File: config.mk
export PLATFORM = sky130hd
export DESIGN_NAME = wrsd_ram
export DESIGN_NICKNAME = d
export VERILOG_FILES = /design/src/sv/wrsd_ram.sv
export SDC_FILE = /design/constraint.sdc
export NUM_CORES = 1
export LEC_CHECK = 0
export ABC_CLOCK_PERIOD_IN_PS = 3500
export BUFFER_PORTS_ARGS = -buffer_cell sky130_fd_sc_hd__buf_4
export CAP_MARGIN = 20
export CORE_ASPECT_RATIO = 0.8
export CORE_MARGIN = 1.5
export CORE_UTILIZATION = 49
export CTS_CLUSTER_DIAMETER = 150
export CTS_CLUSTER_SIZE = 25
export DETAILED_ROUTE_END_ITERATION = 6
export GPL_ROUTABILITY_DRIVEN = 0
export HOLD_SLACK_MARGIN = 0.03
export PLACE_DENSITY = 0.66
export SYNTH_ARGS = -nofsm -noshare
export SYNTH_HDL_FRONTEND = slang
export SYNTH_SLANG_ARGS = --single-unit
export TNS_END_PERCENT = 30
File: constraint.sdc
create_clock -name clock -period 3.5 [get_ports clock]
set_input_delay 0.7 -clock clock [delete_from_list [all_inputs] [get_ports clock]]
set_output_delay 0.7 -clock clock [all_outputs]
set_load 0.03 [all_outputs]
File: src/sv/wrsd_ram.sv
`timescale 1ns / 1ps

module wrsd_ram #(
   parameter int WIDTH = 8,
   parameter int DEPTH = 16
) (
   input  logic                     clock,
   input  logic                     wr_en,
   input  logic [$clog2(DEPTH)-1:0] wr_addr,
   input  logic [WIDTH-1:0]         wr_data,
   input  logic [$clog2(DEPTH)-1:0] rd_addr,
   output logic [WIDTH-1:0]         rd_data
);

   logic [WIDTH-1:0] mem [DEPTH];
   logic [WIDTH-1:0] rd_data_ff;

   always_ff @(posedge clock) begin
      if (wr_en) begin
         mem[wr_addr] <= wr_data;
      end
      rd_data_ff <= mem[rd_addr];
   end

   assign rd_data = rd_data_ff;

endmodule

==> summary by stage, run 1 <==
Status
The run finished with clean final reports.

Die
The die is 117.6 um wide. Once the floorplan was initialized, standard cells occupied 50.27% of the core. The number of placement rows is 33. The die covers 0.01113 sq mm. The die is 94.68 um tall. 26 I/O pins were placed. The total area inside the core boundary comes to roughly 0.01 sq mm.

Pwr
Summed over all cells, the static leakage comes to 2.025 nW. The peak supply drop is 0.0003697 V. The total design power is 3.855 mW. Dividing total power by cell area gives a power density of 634.1 mW/mm^2.

Drt
The post-detailed-route DRC marker count is 0. The number of violations reported at the end of detailed-routing iteration 0 is 189. The post-detailed-route wirelength per cell is 22.75 um. The overall via count from detail_route is 2359. Signal routing reaches up to met4. Once detail routing completed, the nets flagged for antenna violations numbered 0. The final layout contains routed wiring with a total length of 9556 um. After detailed routing, the met2 layer carries 4375 um of wire. The routed wire length on met3 is 871 um.

The met1 routed wirelength after detailed routing is 4278 um. The number of iterations in the first detailed-routing pass is 4. Using the TritonRoute via totals, the vias-per-cell ratio works out to 5.617.

Timing
The smallest setup slack after layout is between 1.5 and 2 ns. The hold violation total from the final report is 0. The final clock period utilization by the worst path is 55.62%. Setup repair after global routing left no endpoint under its margin.

The worst slew slack as a fraction of its limit is 31.65%. The total count of max-transition violations in the final report is 0. Static timing analysis puts the maximum clock frequency at a little over 500 MHz. The number of failing setup endpoints in the final timing report is 0. Between clock sinks in the finished design, the worst skew comes to 0.007376 ns.

For the pin with the worst max-slew slack, the measured transition is approximately 1 ns. The accumulated negative setup slack is 0 ns. The shortest period the worst path allows is 1.947 ns.

Critical path
STA puts the critical path data required time at ~3.5 ns. STA classifies the critical path endpoint as a flop. The largest fanout of any net on the critical path is 8. The critical path in this run is classified as in2reg. The critical path arrival is 1.98 ns. The launching element type of the critical path is an input pin.

Logic synthesis
After synthesis the cells add up to 0.005147 sq mm. The number of nets in the synthesized netlist is 247. In the synthesized netlist, the number of instances is 229.

The mean post-synth cell area is 22.48 sq um. The count of synthesis-stage warnings from yosys is 0. The number of synthesized register bits is 136. After synthesis, flip-flops and latches occupy approximately 78% of the total area. The post-synthesis cell type count is 19.

Placed design
The cell total after placement is 388. OpenSTA, run right after detailed placement, puts the worst setup slack at roughly 1.1 ns. After detailed placement, the total cell area comes to 0.005454 sq mm. Input and output buffers added on the ports amount to 25. Detailed placement finished with a half-perimeter wire length of ~5800 um.

Clock network
The clock transition at the registers of the reported paths is 0.06 ns. The cell sitting at the root of the clock tree is a clkbuf_16. Clock tree synthesis found a total of 136 sinks. In this run the post-CTS setup repair buffer count came out at 0. The clock passes through at most 2 buffers. The H-tree was split into 4 levels. The number of buffers added by the clock tree synthesis step is 17. At the later pin of the worst-skew pair, clock insertion delay measures 0.41 ns.

The number of hold buffers added after cts is 0. TritonCTS built the clock tree. The post-CTS resize count is 0.

Global routing
The maximum number of pins on one net before global-route repair is 33. For this run the aggregate overflow at the end of global routing stands at 0. The number of global-route vias before repair was approximately 2300.

The global-route wire length before repair is 14430 um. The initial antenna violation count came to 0. The combined global-route utilization of all metal layers is 19.16%.

Run
The tool flagged a number of max-cap violations equal to 0.

Finish
The area of all sequential standard cells is 0.004004 sq mm. The final non-filler cell total is between 400 and 500. The final net count is 285. The post-route netlist has 28.57% of its cells at a drive strength greater than 1.

Relative to the synthesized area, the layout overhead comes to 18.11%. 0 antenna diodes ended up in the layout. In the final layout, the multi-input gates occupy 0.001057 sq mm. The summed area of non-filler cells in the final layout is 0.006080 sq mm. After filler insertion, the fill cell instance count of the layout stands at 761.

Worst hold path
The class of the most critical hold timing path is in2reg.
[flip-flops by register name (all words and copies together), names as in the netlist]
name and cells:
mem 128, rd_data 8
[cells in the mapped netlist]
library cell | n | area (sq um)
edfxtp_1 | 128 | 3844
mux4_2 | 18 | 405.4
a22oi_1 | 16 | 120.1
mux4_1 | 14 | 367.9
nor2_1 | 13 | 48.80
nand2_1 | 9 | 33.78
dfxtp_1 | 8 | 160.2
nor3_1 | 4 | 20.02
buf_2 | 3 | 15.01
buf_6 | 3 | 33.78
clkdlybuf4s25_2 | 3 | 30.03
nand2b_1 | 2 | 12.51
nand3b_1 | 2 | 15.01
and2_1 | 1 | 6.260
and2b_1 | 1 | 7.510
buf_4 | 1 | 7.510
nand3_1 | 1 | 5.000
nor2b_1 | 1 | 6.260
or3b_2 | 1 | 8.760
[critical path: stages]
cell,delay [ns]
buf_4,0.12
or3b_2,0.51
nor2_1,0.64
[stage by stage]
| stage | hold slack [ns] | util, % |
|---|---|---|
| after floorplan | 0.6293 | - |
| after global placement | 0.6545 | 53.26 |
| after detailed placement | 0.6669 | 53.26 |
| after CTS | 0.5962 | 59.37 |
| after global routing | 0.5990 | 59.37 |
| final | 0.5965 | 59.37 |
[cells by family after synthesis]
group	share of synthesized area (%)
buffers and inverters	1.677
AOI/OAI and AO/OA	2.334
DFF	77.78
muxes	15.02
and+or+nand+nor	3.184
[placed cells by master, fill, tap and decap left out, types with 3 or more instances in the layout]
| cell type | n |
|---|---|
| edfxtp_1 | 128 |
| buf_4 | 29 |
| mux4_2 | 18 |
| clkbuf_16 | 17 |
| a22oi_1 | 16 |
| mux4_1 | 14 |
| nor2_1 | 13 |
| nand2_1 | 9 |
| dfxtp_1 | 8 |
| clkinvlp_4 | 6 |
| nor3_1 | 4 |
| clkbuf_8 | 4 |
| bufinv_16 | 3 |
[power by group]
part           total (mW)  switching, mW  leakage (nW)  internal [mW]
combinational       0.189          0.112         0.512         0.0771
clock                1.83          0.639         0.289           1.19
sequential           1.83         0.0132          1.22           1.82
total                3.85          0.764          2.03           3.09
[layer usage]
metal  up-vias  GRT usage, %
met5         -             0
met4         0         7.317
met2        99         27.55
met3         2         5.857
met1      1211         27.96
li1       1047             -
[cell type report]
cell class	count	area share (%)
clock buffers	21	7.903
well taps	140	2.881
multi-input cells	83	17.39
clock inverters	11	2.387
repair buffers	29	3.581
flip-flops and latches	136	65.86
[final timing paths]
kind                         from              endpoint  depth (start not counted)  slack, ns
max                    wr_addr[2]   mem[2][7]$_DFFE_PP_                          3       1.55
min                    wr_data[0]  mem[15][0]$_DFFE_PP_                          1       0.60
max reg2reg   mem[2][2]$_DFFE_PP_    rd_data[2]$_DFF_P_                          3       2.17
min reg2reg  mem[15][2]$_DFFE_PP_    rd_data[2]$_DFF_P_                          3       0.67
Note: power is estimated with default switching activity, not from simulation.
==> run 2: changes to the inputs <==
--- a/config.mk
+++ b/config.mk
@@ -5,7 +5,8 @@
 export SDC_FILE = /design/constraint.sdc
 export NUM_CORES = 1
 export LEC_CHECK = 0
-export ABC_CLOCK_PERIOD_IN_PS = 3500
+export ABC_AREA = 1
+export ABC_CLOCK_PERIOD_IN_PS = 1700
 export BUFFER_PORTS_ARGS = -buffer_cell sky130_fd_sc_hd__buf_4
 export CAP_MARGIN = 20
 export CORE_ASPECT_RATIO = 0.8
@@ -16,7 +17,7 @@
 export DETAILED_ROUTE_END_ITERATION = 6
 export GPL_ROUTABILITY_DRIVEN = 0
 export HOLD_SLACK_MARGIN = 0.03
-export PLACE_DENSITY = 0.66
+export PLACE_DENSITY = 0.68
 export SYNTH_ARGS = -nofsm -noshare
 export SYNTH_HDL_FRONTEND = slang
 export SYNTH_SLANG_ARGS = --single-unit
==> constraint.sdc (replaced) <==
create_clock -name clock -period 1.7 [get_ports clock]
set_input_delay 0.34 -clock clock [delete_from_list [all_inputs] [get_ports clock]]
set_output_delay 0.34 -clock clock [all_outputs]
set_load 0.03 [all_outputs]
==> summary by stage, run 2 <==
Die
The floorplan step defined a die boundary enclosing 0.01243 sq mm. The floorplan die height is 100.0 um. In this run the core area contains 35 standard-cell rows.

The initial utilization of the core area, before any placement, comes to 50.26%. The region available for standard cell placement spans between 0.01 and 0.015 sq mm. The boundary pin count is 26. The die is 124.3 um wide.

Drt
The detailed router placed 3813 vias in this run. The mean number of vias per cell is 5.050. The number of iterations in the first detailed-routing pass is 5. The post-detailed-route wirelength per cell is 17.08 um. The final routed wirelength across all metal layers is 12900 um. The post-detailed-route DRC marker count is 0. The number of violations reported at the end of detailed-routing iteration 0 is 395.

In this run the remaining antenna-violating nets after routing total 0.

Finish
The final non-filler cell total is 755. Compared with the post-synthesis result, the final layout area differs by 17.03%. The top cell types in the final layout, fill and taps aside, are nand2_1 (173), edfxtp_1 (128), inv_1 (100). The filler cell count is approximately 950. The register with the most flip-flops in the layout has approximately 130 of them. The proportion of layout cells with a drive suffix above 1 is roughly an eighth.

The diode insertion count for antenna repair is 0. The summed area of non-filler cells in the final layout is ~0.0067 sq mm. In the final layout, the multi-input gates occupy 0.001214 sq mm.

The most common library cell in the layout ignoring fill and taps is nand2_1. The area of all sequential standard cells is 0.004004 sq mm. Counting flops per register, the top entry is mem. The final layout contains 612 nets.

Timing
In the final timing run, aggregate negative setup slack is 0 ns. Across all hold checks on the routed design, the worst slack comes to 0.2501 ns. The maximum operating frequency is approximately 750 MHz.

The actual slew at the worst max-slew pin is 0.3884 ns. The worst-case clock skew is 0.006119 ns. After layout, the worst path uses 78.15% of the clock period. Setup repair after global routing left no endpoint under its margin. The worst slew slack as a fraction of its limit is approximately 74%. The hold violation total from the final report is 0.

The smallest setup slack after layout is 0.3714 ns. The total count of max-transition violations in the final report is 0. Setup violations remaining at the end of the flow were counted as 0. The smallest clock period supported by the final layout is computed as 1.329 ns.

Logic synthesis
The post-synthesis cell type count is 12. The area fraction in and, or, nand and nor cells after synthesis is 21.05%. Sequential elements use 69.43% of the synthesized area.

The synthesized-area fraction occupied by adder cells is 0%. The synthesized design spends more area on one cell type than any other, namely edfxtp_1. The most common cell in the synthesized netlist is nand2_1.

The area fraction of the dominant cell type after synthesis is between 60% and 70%. Ranked by total cell area, the synthesized netlist is headed by edfxtp_1 (67%), nand2_1 (11%), nand3_1 (8.4%). The portion of synthesized area spent on multiplexers is 0%. In this run the cell area of the synthesized design comes to about 0.0058 sq mm. The fraction of the mapped netlist area in compound gates is 0%. The commonest cells after synthesis are nand2_1 (173), edfxtp_1 (128), inv_1 (100).

The synthesized instance count is 551. The net count after synthesis is 569. The number of synthesized register bits is 136. The mean post-synth cell area is 10.47 sq um. In the synthesized netlist the async set-or-reset flop fraction comes to 0%. By area, the combinational part of the netlist is dominated by simple AND/OR/NAND/NOR gates. In this run, synthesis inferred 128 flip-flops with an integrated enable. The xor and xnor fraction of the mapped netlist area is 0%.

The Yosys step of the flow raised 0 warnings. The most used flip-flop cell after synthesis is edfxtp_1.

Pwr
The sequential power share is 49.0%. Dividing total power by cell area gives a power density of 1142 mW/mm^2. The internal power contribution is 6.027 mW.

In this run the static leakage power is 2.947 nW. The peak supply drop is 0.0006437 V. For this design the total switching power over the nets is roughly 1.7 mW. The proportion of power drawn by combinational gates is 6.9%. Net switching is 21.82% of the power. The clock network burns about 44% of the power.

Clock network
CTS built an H-tree with a depth of 4. The clock passes through at most 2 buffers. Clock tree synthesis found a total of 136 sinks.

The number of hold buffers added after CTS was 0. The CTS tree is yes. The clock root buffer is clkbuf_16. The post-CTS setup buffer count is 0. The number of buffers added by the clock tree synthesis step is 17. For the worst-skew pair, the clock arrives at the later sink with an insertion delay of 0.42 ns. Clock-pin slew was measured on the worst setup and hold paths at 0.05 ns. In this run, post-CTS repair resized a total of 0 instances.

Critical path
The cell count of the worst reg-to-reg path is 6. The path length in cells of the critical path is 1. The kind of cell with the highest combined delay along the critical path is flip-flops. Together, buffers and inverters on the worst path number 1. The standard cell with the maximum stage delay on the critical path is dfxtp_1. The biggest cell delay along the critical path is 0.39 ns. Along the worst path, the maximum fanout reaches 1. The category of the critical setup timing path is reg2out. STA puts the critical path data arrival time at between 0.9 and 1 ns. The worst register-to-register path has a setup slack of 0.67 ns. The worst setup path is captured at an output port.

The worst setup path is launched from a flop. The signal on the critical path passes through buf_4. The critical path data required time is 1.36 ns.

Global routing
The first global-routing pass estimated 20460 um of wire. For this run the aggregate overflow at the end of global routing stands at 0. The number of global-route vias before repair is 3681. The initial antenna violation count was 0. Global routing used 22.18% of the available tracks across all layers. Entering global routing, the biggest net connects 65 pins.

Placed design
In this run the tool buffered the top-level ports with 25 buffer cells. The placement-stage cell area is ~0.0062 sq mm. The wire-length estimate of the detail-placed layout is 7813 um.

Including well taps, the total number of placed cells is 723. Prior to clock tree synthesis, the placed netlist has a worst setup slack of about 0.24 ns.

Status
The flow ran to the end, and the final reports show no timing, DRC or antenna violations.

Worst hold path
The worst hold path belongs to the class in2reg. The depth of the worst hold-timing path is 3.

Run
The total of max-cap violations is 0.
[run 2: metal layers]
layer / GRT usage (%) / vias up / part of all wire, %
li1: - / 1858 / -
met1: 32.78 / 1786 / 47
met2: 32.59 / 152 / 44
met3: 5.064 / 17 / 7.7
met4: 7.692 / 0 / 1.3
met5: 0 / - / 0
[run 2: kinds of logic after synthesis]
logic type    after synthesis
simple gates              289
flops                     136
buf+inv                   126
[run 2: layout make-up]
class / instances / share of cell area [%]
Sequential cell: 136 / 59.33
Multi-Input combinational cell: 289 / 17.98
Clock buffer: 23 / 7.082
Timing Repair Buffer: 48 / 6.081
Inverter: 102 / 5.673
Tap cell: 148 / 2.744
Clock inverter: 9 / 1.112
[run 2: power by group through the flow]
stage | Sequential (mW) | Combinational [mW] | Clock [mW]
floorplan | 3.88 | 0.264 | 0
global placement | 3.84 | 0.522 | 0
detailed placement | 3.85 | 0.529 | 0
CTS | 3.78 | 0.535 | 3.44
global route | 3.78 | 0.585 | 3.56
finish | 3.78 | 0.532 | 3.40
[run 2: stage by stage]
step	power, mW	util, %
6_report	7.709	58.82
4_1_cts	7.752	58.82
3_3_place_gp	4.366	54.00
3_5_place_dp	4.375	54.00
2_1_floorplan	4.145	-
5_1_grt	7.931	58.82
[run 2: worst paths after layout]
kind	endpoint	from
hold reg to reg	rd_data[5]$_DFF_P_	mem[4][5]$_DFFE_PP_
hold / removal	rd_data[2]$_DFF_P_	rd_addr[3]
setup / recovery	rd_data[6]	rd_data[6]$_DFF_P_
setup reg to reg	rd_data[3]$_DFF_P_	mem[1][3]$_DFFE_PP_
